## config.mk

```make
export PLATFORM = sky130hd
export DESIGN_NAME = thermistor_table_linearizer_top_flat
export DESIGN_NICKNAME = d
export VERILOG_FILES = /design/src/rtl/core/ttl_pkg.sv /design/src/rtl/core/ttl_if.sv /design/src/rtl/core/thermistor_table_linearizer_top.sv /design/src/flat_wrapper.sv
export SDC_FILE = /design/constraint.sdc
export NUM_CORES = 1
export LEC_CHECK = 0
export ABC_AREA = 0
export BUFFER_PORTS_ARGS = -buffer_cell sky130_fd_sc_hd__buf_2
export CAP_MARGIN = 0
export CELL_PAD_IN_SITES_DETAIL_PLACEMENT = 0
export CELL_PAD_IN_SITES_GLOBAL_PLACEMENT = 1
export CORE_ASPECT_RATIO = 1.25
export CORE_MARGIN = 10
export CORE_UTILIZATION = 50
export CTS_BUF_LIST = sky130_fd_sc_hd__clkbuf_8
export DETAILED_ROUTE_END_ITERATION = 12
export PLACE_DENSITY_LB_ADDON = 0.15
export SLEW_MARGIN = 40
export SYNTH_ARGS = -nofsm -noshare
export SYNTH_HDL_FRONTEND = slang
export SYNTH_SLANG_ARGS = --single-unit
```

## constraint.sdc

```tcl
create_clock -name i_clk -period 10.9 [get_ports i_clk]
set_input_delay 0 -clock i_clk [delete_from_list [all_inputs] [get_ports i_clk]]
set_output_delay 0 -clock i_clk [all_outputs]
set_load 0.01 [all_outputs]
```

## src/rtl/core/ttl_pkg.sv

```systemverilog
`timescale 1ns / 1ps
package ttl_pkg;
    localparam int TableEntriesDef = 17;
    localparam int TempMinDef      = -40;
    localparam int TempStepDef     = 10;
    localparam int RwW = 18;
    localparam logic [23:0] ResMax = 24'hFFFFFF;

    localparam logic [0:0] RegFixedRes  = 1'b0;
    localparam logic [0:0] RegFullScale = 1'b1;

    localparam logic [1:0] StInTable = 2'd0;
    localparam logic [1:0] StCold    = 2'd1;
    localparam logic [1:0] StHot     = 2'd2;

    typedef enum logic [2:0] {
        t_idle, t_mul, t_div1, t_search, t_div2, t_out
    } t_state;

    function automatic logic [RwW-1:0] table_entry(input int idx);
        logic [RwW-1:0] v;
        begin
            case (idx)
                0: v = 18'd218997;  1: v = 18'd123029;  2: v = 18'd72148;
                3: v = 18'd43950;   4: v = 18'd27695;   5: v = 18'd17988;
                6: v = 18'd12006;   7: v = 18'd8180;    8: v = 18'd5679;
                9: v = 18'd4024;    10: v = 18'd2905;   11: v = 18'd2133;
                12: v = 18'd1591;   13: v = 18'd1204;   14: v = 18'd923;
                15: v = 18'd716;    16: v = 18'd562;
                default: v = 18'd562;
            endcase
            return v;
        end
    endfunction
endpackage

```

## src/rtl/core/ttl_if.sv

```systemverilog
`timescale 1ns / 1ps
interface ttl_in_if;
    logic        valid;
    logic        ready;
    logic [11:0] adc_sample;
    modport source (output valid, output adc_sample, input ready);
    modport sink (input valid, input adc_sample, output ready);
endinterface

interface ttl_out_if;
    logic               valid;
    logic               ready;
    logic signed [11:0] temperature;
    logic [23:0]        resistance;
    logic [1:0]         range_status;
    modport source (output valid, output temperature, output resistance,
                    output range_status, input ready);
    modport sink (input valid, input temperature, input resistance,
                  input range_status, output ready);
endinterface

interface ttl_cfg_if;
    logic        valid;
    logic        ready;
    logic [0:0]  index;
    logic [19:0] data;
    modport source (output valid, output index, output data, input ready);
    modport sink (input valid, input index, input data, output ready);
endinterface

```

## src/rtl/core/thermistor_table_linearizer_top.sv

```systemverilog
`timescale 1ns / 1ps
// The path from an accepted request to a valid result runs through the bit-serial
// multiply, the resistance division, the search (one entry a cycle) and the
// interpolation division. Out-of-table results skip the interpolation; a zero sample
// or one at or above full scale skips the multiply and both divisions.
// One request at a time: the next is taken once the block is back in idle after the result is accepted.
// Synchronous active-low reset restores the register defaults and empties the block.
module thermistor_table_linearizer_top #(
    parameter int TEMP_MIN      = ttl_pkg::TempMinDef,
    parameter int TEMP_STEP     = ttl_pkg::TempStepDef
) (
    input logic i_clk,
    input logic i_rst_n,
    ttl_cfg_if.sink i_cfg,
    ttl_in_if.sink  i_in,
    ttl_out_if.source o_out
);
    import ttl_pkg::*;

    // The calibration table is fixed, so its length is too.
    localparam int TABLE_ENTRIES = TableEntriesDef;
    localparam int IW = (TABLE_ENTRIES > 1) ? $clog2(TABLE_ENTRIES) : 1;
    localparam int NW = 36;
    // Widest bracket times the largest step times 32, plus the bracket, fits in 28 bits.
    localparam int FW = 28;

    t_state r_state, n_state;
    logic [19:0] r_fr;
    logic [15:0] r_fs;
    logic [11:0] r_smp;
    logic [NW-1:0] r_acc;      // product, then dividend shifted out into the remainder
    logic [NW-1:0] r_quo;
    logic [12:0]   r_rem;
    logic [5:0]  r_cnt;
    logic [23:0] r_res;
    logic [IW-1:0] r_idx;
    logic [FW-1:0] r_num;
    logic [FW-1:0] r_q2;
    logic [19:0] r_rem2;
    logic [18:0] r_den;
    logic signed [11:0] r_temp;
    logic [1:0]  r_st;

    logic [RwW-1:0] w_hi, w_lo, w_first, w_last;
    assign w_hi    = table_entry(int'(r_idx));
    assign w_lo    = table_entry(int'(r_idx) + 1);
    assign w_first = table_entry(0);
    assign w_last  = table_entry(TABLE_ENTRIES - 1);

    function automatic logic signed [11:0] et16(input int i);
        return 12'((TEMP_MIN + i * TEMP_STEP) * 16);
    endfunction

    assign i_cfg.ready = 1'b1;
    assign i_in.ready  = (r_state == t_idle);
    assign o_out.valid = (r_state == t_out);
    assign o_out.temperature  = r_temp;
    assign o_out.resistance   = r_res;
    assign o_out.range_status = r_st;

    logic [13:0] w_trial;
    logic [20:0] w_trial2;
    assign w_trial  = {r_rem, r_acc[NW-1]} - {2'b0, r_smp};
    assign w_trial2 = {r_rem2, r_num[FW-1]} - {2'b0, r_den};

    always_ff @(posedge i_clk) begin
        if (!i_rst_n) begin
            r_state <= t_idle;
            r_fr <= 20'd10000;
            r_fs <= 16'd4095;
        end else begin
            r_state <= n_state;
            if (i_cfg.valid) begin
                unique case (i_cfg.index)
                    RegFixedRes:  r_fr <= i_cfg.data;
                    RegFullScale: r_fs <= i_cfg.data[15:0];
                    default: ;
                endcase
            end
        end
    end

    always_comb begin
        n_state = r_state;
        unique case (r_state)
            t_idle:   if (i_in.valid) n_state = t_mul;
            t_mul:    if (r_smp == 12'd0 || {4'd0, r_smp} >= r_fs) n_state = t_search;
                      else if (r_cnt == 6'd15) n_state = t_div1;
            t_div1:   if (r_cnt == 6'(NW - 1)) n_state = t_search;
            t_search: if (r_st != StInTable || r_res > {6'd0, w_first} ||
                          r_res < {6'd0, w_last})
                          n_state = t_out;
                      else if ({6'd0, w_lo} <= r_res || int'(r_idx) >= TABLE_ENTRIES - 2)
                          n_state = t_div2;
            t_div2:   if (r_cnt == 6'(FW)) n_state = t_out;
            t_out:    if (o_out.ready) n_state = t_idle;
            default:  n_state = t_idle;
        endcase
    end

    always_ff @(posedge i_clk) begin
        unique case (r_state)
            t_idle: begin
                r_smp <= i_in.adc_sample;
                r_acc <= '0;
                r_quo <= {20'd0, r_fs - {4'd0, i_in.adc_sample}};
                r_cnt <= '0;
                r_st  <= StInTable;
                r_idx <= '0;
            end
            t_mul: begin
                // shift-add multiply, one bit of (full scale - sample) per cycle
                if (r_smp == 12'd0) begin
                    r_res <= ResMax; r_st <= StCold; r_temp <= et16(0);
                end else if ({4'd0, r_smp} >= r_fs) begin
                    r_res <= '0; r_st <= StHot; r_temp <= et16(TABLE_ENTRIES - 1);
                end else begin
                    r_acc <= (r_acc << 1) + (r_quo[15] ? {16'd0, r_fr} : '0);
                    r_quo <= r_quo << 1;
                    r_cnt <= (r_cnt == 6'd15) ? 6'd0 : r_cnt + 6'd1;
                    r_rem <= '0;
                end
            end
            t_div1: begin
                if (!w_trial[13]) begin
                    r_rem <= w_trial[12:0];
                    r_quo <= {r_quo[NW-2:0], 1'b1};
                end else begin
                    r_rem <= {r_rem[11:0], r_acc[NW-1]};
                    r_quo <= {r_quo[NW-2:0], 1'b0};
                end
                r_acc <= r_acc << 1;
                r_cnt <= r_cnt + 6'd1;
                if (r_cnt == 6'(NW - 1)) begin
                    if (r_quo[NW-2:23] != '0 ||
                        (r_quo[22:0] == 23'h7FFFFF && !w_trial[13]))
                        r_res <= ResMax;
                    else
                        r_res <= {r_quo[22:0], ~w_trial[13]};
                end
            end
            t_search: begin
                r_cnt <= '0;
                if (r_res > {6'd0, w_first}) begin
                    r_st <= StCold; r_temp <= et16(0);
                end else if (r_res < {6'd0, w_last}) begin
                    r_st <= StHot; r_temp <= et16(TABLE_ENTRIES - 1);
                end else if ({6'd0, w_lo} <= r_res || int'(r_idx) >= TABLE_ENTRIES - 2) begin
                    r_temp <= et16(int'(r_idx));
                    // numerator is (hi - R)*step*16, doubled, plus hi - lo for rounding; denominator doubled
                    r_num  <= FW'((({6'd0, w_hi} - r_res) * TEMP_STEP * 32) +
                                  ({6'd0, w_hi} - {6'd0, w_lo}));
                    r_den  <= {w_hi - w_lo, 1'b0};
                    r_rem2 <= '0;
                    r_q2   <= '0;
                    if (w_hi <= w_lo) r_cnt <= 6'(FW);
                end else begin
                    r_idx <= r_idx + 1'b1;
                end
            end
            t_div2: begin
                if (r_cnt == 6'(FW)) begin
                    r_temp <= r_temp + 12'(r_q2);
                end else begin
                    if (!w_trial2[20]) begin
                        r_rem2 <= w_trial2[19:0];
                        r_q2   <= {r_q2[FW-2:0], 1'b1};
                    end else begin
                        r_rem2 <= {r_rem2[18:0], r_num[FW-1]};
                        r_q2   <= {r_q2[FW-2:0], 1'b0};
                    end
                    r_num <= r_num << 1;
                    r_cnt <= r_cnt + 6'd1;
                end
            end
            default: ;
        endcase
    end
endmodule
```

## src/flat_wrapper.sv

```systemverilog
// flat-port wrapper written by rule: the top's interface ports become plain ports
module thermistor_table_linearizer_top_flat import ttl_pkg::*;
#(
    parameter int TEMP_MIN      = ttl_pkg::TempMinDef,
    parameter int TEMP_STEP     = ttl_pkg::TempStepDef
)
  (i_clk, i_rst_n, i_cfg_valid, i_cfg_index, i_cfg_data, i_cfg_ready, i_in_valid, i_in_adc_sample, i_in_ready, o_out_valid, o_out_temperature, o_out_resistance, o_out_range_status, o_out_ready);
  ttl_cfg_if i_cfg_i ();
  ttl_in_if i_in_i ();
  ttl_out_if o_out_i ();
  input logic i_clk;
  input logic i_rst_n;
  input wire logic [$bits(i_cfg_i.valid)-1:0] i_cfg_valid;
  input wire logic [$bits(i_cfg_i.index)-1:0] i_cfg_index;
  input wire logic [$bits(i_cfg_i.data)-1:0] i_cfg_data;
  output wire logic [$bits(i_cfg_i.ready)-1:0] i_cfg_ready;
  input wire logic [$bits(i_in_i.valid)-1:0] i_in_valid;
  input wire logic [$bits(i_in_i.adc_sample)-1:0] i_in_adc_sample;
  output wire logic [$bits(i_in_i.ready)-1:0] i_in_ready;
  output wire logic [$bits(o_out_i.valid)-1:0] o_out_valid;
  output wire logic [$bits(o_out_i.temperature)-1:0] o_out_temperature;
  output wire logic [$bits(o_out_i.resistance)-1:0] o_out_resistance;
  output wire logic [$bits(o_out_i.range_status)-1:0] o_out_range_status;
  input wire logic [$bits(o_out_i.ready)-1:0] o_out_ready;
  assign i_cfg_i.valid = i_cfg_valid;
  assign i_cfg_i.index = i_cfg_index;
  assign i_cfg_i.data = i_cfg_data;
  assign i_cfg_ready = i_cfg_i.ready;
  assign i_in_i.valid = i_in_valid;
  assign i_in_i.adc_sample = i_in_adc_sample;
  assign i_in_ready = i_in_i.ready;
  assign o_out_valid = o_out_i.valid;
  assign o_out_temperature = o_out_i.temperature;
  assign o_out_resistance = o_out_i.resistance;
  assign o_out_range_status = o_out_i.range_status;
  assign o_out_i.ready = o_out_ready;
  thermistor_table_linearizer_top #(.TEMP_MIN(TEMP_MIN), .TEMP_STEP(TEMP_STEP)) u_core (.i_clk(i_clk), .i_rst_n(i_rst_n), .i_cfg(i_cfg_i), .i_in(i_in_i), .o_out(o_out_i));
endmodule
```

Yosys cells after proc, flatten, opt, wreduce, memory -nomap -nowiden. Memories as Yosys holds them, arrays and structs flattened. A register that Yosys moved wholly into a read port is not among the register bits. Cells that the tools add are included. W data, S select, Z words.

Register bits: 262. ROM bits: 1152. Input port bits: 38. Output and inout port bits: 41. Logic and storage cells: 169. Memories: 2.

Add/sub/neg operators: 13. Multiply operators: 2. Magnitude comparators: 6. Equal/unequal tests: 25. Multiplexer cells: 70. Bitwise operators: 4. Reduce and logical (&&, ||, !) cells: 31.

Memory list: (no name shown) (words 32, bits a word 18, read ports 1, clocked after Yosys merged registers in 0, wr ports 0, RTL line ttl_pkg.sv:23) `case (idx)`; (no name shown) (words 32, bits a word 18, read ports 1, clocked after Yosys merged registers in 1, wr ports 0, RTL line ttl_pkg.sv:23).

Operator list (number): $mux W12 (10); $mux W20 (6); $mux W28 (4); $pmux W36 S3 (1); $pmux W35 S3 (1); $mux W24 (4); $mux W36 (2); $mux W35 (2); $pmux W28 S2 (1); $pmux W24 S2 (1); $mux W6 (7); $pmux W20 S2 (1); $mux W13 (3); $add A36 B36 Y36 (1); $pmux W12 S3 (1); $mul A32 B3 Y22 const B (1); $pmux W6 S5 (1); $add A28 B28 Y28 (1); $logic_not A27 Y1 (1); $pmux W13 S2 (1); $mux W5 (5); $sub A18 B24 Y25 (1); $gt A24 B18 Y1 const B (1); $le A18 B24 Y1 (1); 49 further kinds (93).

Longest topological paths before layout.
Word-level depth: 10. Gate-level depth with buffers: 32. Gate-level depth less buffers: 31.

Worst setup path before layout. No wires, ideal clock.

Path type: register to register. Start point: reg u_core.r_idx[0]. End point: reg u_core.r_num[0], enable pin. Setup time: 568 ps. Arrival: 7702 ps. Data required time: 10332 ps. Setup slack: 2630 ps. Stages on the path, launching flop included: 19. Path buffers: 1. Clock period less this slack: 8270 ps. Cells stage by stage: edfxtp_1 -> clkbuf_1 -> inv_1 -> ha_1 -> nor2_1 -> xnor2_1 -> nor2_1 -> a311oi_1 -> nand2b_1 -> inv_1 -> ha_1 -> a21o_1 -> a21o_1 -> a21oi_1 -> o31ai_1 -> o31a_1 -> inv_1 -> a21oi_1 -> a211oi_1.

Word-level cells in the longest chain between the ends: 7. Elaborated cells on any way between the ends: 9. Those cells by class: add/sub (1); order compare (2); eq/ne (1); mux (1); reduce/logical (3); memory (1).

Ends and longest elaborated chain: start, declared (RTL line thermistor_table_linearizer_top.sv:36) `logic [IW-1:0] r_idx;`; start signal, assigned (RTL line thermistor_table_linearizer_top.sv:158) `r_idx <= r_idx + 1'b1;`; $add A5 B1 Y6 (RTL line thermistor_table_linearizer_top.sv:46) `assign w_lo = table_entry(int'(r_idx) + 1);`; $mem_v2 Z32 W18 or $logic_not A27 Y1 (tied branches); $mux W18 (RTL line ttl_pkg.sv:23); $le A18 B24 Y1 (RTL line thermistor_table_linearizer_top.sv:148) `end else if ({6'd0, w_lo} <= r_res || int'(r_idx) >= TABLE_ENTRIES - 2) begin`; $logic_or A1 B1 Y1 * (RTL line thermistor_table_linearizer_top.sv:148); $ne A2 B1 Y1 (no line) *; $reduce_and A5 Y1 (no line) *; end signal, assigned (RTL line thermistor_table_linearizer_top.sv:151) `r_num <= FW'((({6'd0, w_hi} - r_res) * TEMP_STEP * 32) +`; end signal, assigned (RTL line thermistor_table_linearizer_top.sv:172) `r_num <= r_num << 1;`; end, declared (RTL line thermistor_table_linearizer_top.sv:37) `logic [FW-1:0] r_num;`.

Every way passes the cells marked *; elsewhere a longest branch is shown, timed or not. A chain may end at the register's enable or synchronous reset.

Worst setup path in the final report.
Start point: reg u_core.r_idx[0]. End point: reg u_core.r_num[27] (data pin).

Word-level cells in the longest chain between the ends: 9. Elaborated cells on any way between the ends: 10. Those cells by class: add/sub (3); mux (5); reduce/logical (1); memory (1).

Ends and longest elaborated chain: $add A5 B1 Y6 * (RTL line thermistor_table_linearizer_top.sv:46); $mem_v2 Z32 W18 or $logic_not A27 Y1 (tied branches); $mux W18 * (RTL line ttl_pkg.sv:23); $sub A18 B18 Y19 * (RTL line thermistor_table_linearizer_top.sv:152) `({6'd0, w_hi} - {6'd0, w_lo}));`; $add A28 B28 Y28 * (RTL line thermistor_table_linearizer_top.sv:151); $mux W28 * (RTL line thermistor_table_linearizer_top.sv:148); $mux W28 * (RTL line thermistor_table_linearizer_top.sv:146) `end else if (r_res < {6'd0, w_last}) begin`; $mux W28 * (RTL line thermistor_table_linearizer_top.sv:144) `if (r_res > {6'd0, w_first}) begin`; $pmux W28 S2 * (RTL line thermistor_table_linearizer_top.sv:102) `unique case (r_state)`.

Every way passes the cells marked *; elsewhere a longest branch is shown, timed or not. The select of a mux whose other input is x is not followed.

==> impl_metrics.tcl <==
set metrics [dict create \
    cap_violations 0 \
    synth.lib_cells_used.distinct 75 \
    effective_utilization_at_floorplan_pct 50.67 \
    timing.critical_path.arrival_ns 7.69 \
    finalWirelength_um 52580 \
    critical-path-max-stage-delay_ns 0.73 \
    critPathSlowestCell "ha_1" \
    outcome "finished, final reports clean" \
    vias 16490 \
    crit_path_max_fanout 25 \
    yosysWarningCount 0 \
    critical_path_class "flop to flop" \
    r2r_slack_ns 3.54 \
    unrepaired_setup_endpoints_after_global_routing "no" \
    drt_drc_violations_left 0 \
    drt-initial-drc-count 716 \
    timing.final.setup_violations 0 \
    worst_setup_start_kind "flop" \
    post_cts.resized_instances 0 \
    grt_use_met2_pct 39.20 \
    layout.cells.non_filler 2948 \
    fin_skew_ns 0.02791 \
    max_clock_buf_depth 3 \
    mappedNetlistNets 2490 \
    synth_ff_type "edfxtp_1" \
    synth.yosys.seq_area_share_pct 38.46 \
    cp-end-kind "flop" \
    finalMaxSlewViolations 0 \
    grt_first_pass_wirelength_um 85750 \
    netlist_area_um2 20380 \
    cts.reportedPaths.clkPinSlew_ns 0.06 \
    design.die.area_um2 49280 \
    dpl.hpwl_um 39820 \
    post-place-cells 2800 \
    hold-worst-slack_ns 0.09229 \
    grt_pass1_vias 16780 \
    core_area_um2 40220 \
    m3_gr_usage_pct 2.662 \
    clock_latency_ns 0.61 \
    timing.max_slew.rel_slack_pct 44.11 \
    post_synth.cell_area_avg_um2 9.162 \
    via_density 5.593 \
    finalCritPeriodShare_pct 67.53 \
    tns_setup_ns 0 \
    antenna_violating_nets_post_route 0 \
    grt_most_used_layer "met2" \
    synth-edff-count 223 \
    timing.hold.worst.class "primary input to flop" \
    post_drt_wl_per_cell_um 17.84 \
    use_met1_pct 23.44 \
    required_ns 11.23 \
    cts_made_buffers 49 \
    tritoncts "yes" \
    drive_above_1_share_pct 8.868 \
    antenna_cells 0 \
    num_rows 82 \
    maxClockFrequency_ghz 0.1358 \
    grt_antenna_before_repair 0 \
    grtUsageTotal_pct 21.05 \
    die_w_um 200.6 \
    place.gp.congestion 0.9125 \
    cts_sinks 280 \
    layout_overhead_on_the_synthesized_area_pct 12.96 \
    cts-htree-levels 2 \
    grt_start_max_net_pins 62 \
    postSynthCellCount 2224 \
    overflow 0 \
    finalNetCount 2627 \
    top_level_ports 79 \
    report.final.hold_viol_count 0 \
    die_y_um 245.7 \
    port_buffers 77 \
    synth_seq_cells 280 \
    final.min_clock_period_ns 7.361 \
    post_synthesis_async_set_or_reset_flop_share_pct 0 \
    firstDrtPassIters 6 \
    worst_pin_slew_ns 0.8384 \
    cts-root-buf "clkbuf_8" \
]
==> worst max-delay path, delay by kind of cell (launching register included) <==
kind | cells | cell delay [ns]
buffers and inverters | 3 | 0.26
flip-flops | 1 | 0.64
multiplexers | 1 | 0.26
AND/OR/NAND/NOR | 5 | 0.77
XOR/XNOR | 2 | 0.56
AO/OA/AOI/OAI | 13 | 2.60
adder cells (fa/ha/maj) | 5 | 1.97
==> through the flow <==
stage	utilization, %	instance area [um^2]	setup slack, ns
floorplan	-	20380	2.630
finish	57.23	23020	3.539
CTS	57.17	22990	3.552
detailed placement	53.26	21420	3.620
global placement	53.14	21370	3.706
global route	57.23	23020	3.087
==> cell usage after synthesis, types with 30 or more instances <==
cell	count	share of area, %
and3_1	32	0.98
o21ai_0	139	3.4
a21oi_1	137	3.4
nor2_1	208	3.8
a21o_1	62	2.3
nor3_1	40	0.98
edfxtp_1	223	33
clkbuf_1	59	1.1
xnor2_1	85	3.7
nand3_1	52	1.3
dfxtp_1	57	5.6
inv_1	157	2.9
and2_1	56	1.7
ha_1	218	13
nor2b_1	30	0.92
xor2_1	53	2.3
nand2_1	235	4.3
==> metal layers <==
metal  vias up  share of wire (%)
met3       111                3.0
met5         -                  0
met4         0                4.3
li1       8283                  -
met1      7794                 41
met2       301                 52
==> cell families after synthesis <==
logic type	synth area share [%]
AND/OR/NAND/NOR	17.20
adder cells (fa/ha/maj)	14.37
AO/OA/AOI/OAI	17.74
flip-flops	38.46
other	0.01840
buffers and inverters	4.224
XOR/XNOR	6.153
multiplexers	1.830
==> final timing paths <==
check | to | depth (start not counted) | from
setup / recovery | u_core.r_num[27] | 29 | u_core.r_idx[0]
hold / removal | u_core.r_state[1] | 5 | o_out_ready
setup reg to reg | u_core.r_num[27] | 29 | u_core.r_idx[0]
hold reg to reg | u_core.r_fr[1] | 2 | u_core.r_fr[1]
==> what timing repair did <==
item,CTS,global route
hold buffers,56,0
setup buffers,0,0
hold endpoints to repair,54,0
==> cell usage in the layout, fill, tap and decap left out, types with 6 or more instances in the layout <==
master           n
a21boi_0        27
clkbuf_8        58
a21oi_1        136
o21ai_0        139
ha_1           218
o21bai_1        12
and2_1          55
nor2_1         208
nor4_1          16
a31oi_1         20
and3_1          32
inv_1          169
xor2_1          53
o211ai_1        23
or3_1           14
buf_2           77
a41oi_1          7
dfxtp_1         57
a211oi_1        19
buf_4           20
or2_2            6
nor2b_1         30
xnor2_1         82
o22ai_1          7
a211o_1          7
nand2_1        234
a22o_1           6
nand4_1         17
o31ai_1         12
nor3_1          37
edfxtp_1       223
mux2i_1         27
fa_1            10
a21o_1          61
nand3_1         51
nand2b_1        29
clkinv_1        10
o21a_1          24
dlygate4sd3_1   56
==> layout make-up <==
cell class                 count  area, um^2
timing repair buffer         154        1107
clock inverter                34       212.7
multi-input combinational   1718       11790
sequential                   280        7838
clock buffer                  58       798.3
inverter                     158       593.1
fill                        3760       17200
tap                          546       683.2
==> state kept, by name (all words and copies together), names as in the netlist <==
signal,count
u_core.r_fr,20
u_core.r_state,3
u_core.r_rem2,20
u_core.r_den,18
u_core.r_rem,13
u_core.w_hi,18
u_core.r_acc,36
u_core.o_out.range_status,2
u_core.r_smp,12
u_core.r_num,28
u_core.r_idx,5
u_core.o_out.temperature,12
u_core.r_q2,12
u_core.o_out.resistance,24
u_core.r_cnt,6
u_core.r_fs,16
u_core.r_quo,35
Power is not shown: default switching activity piles up to over one toggle a cycle in this logic, so the estimate is an artifact.
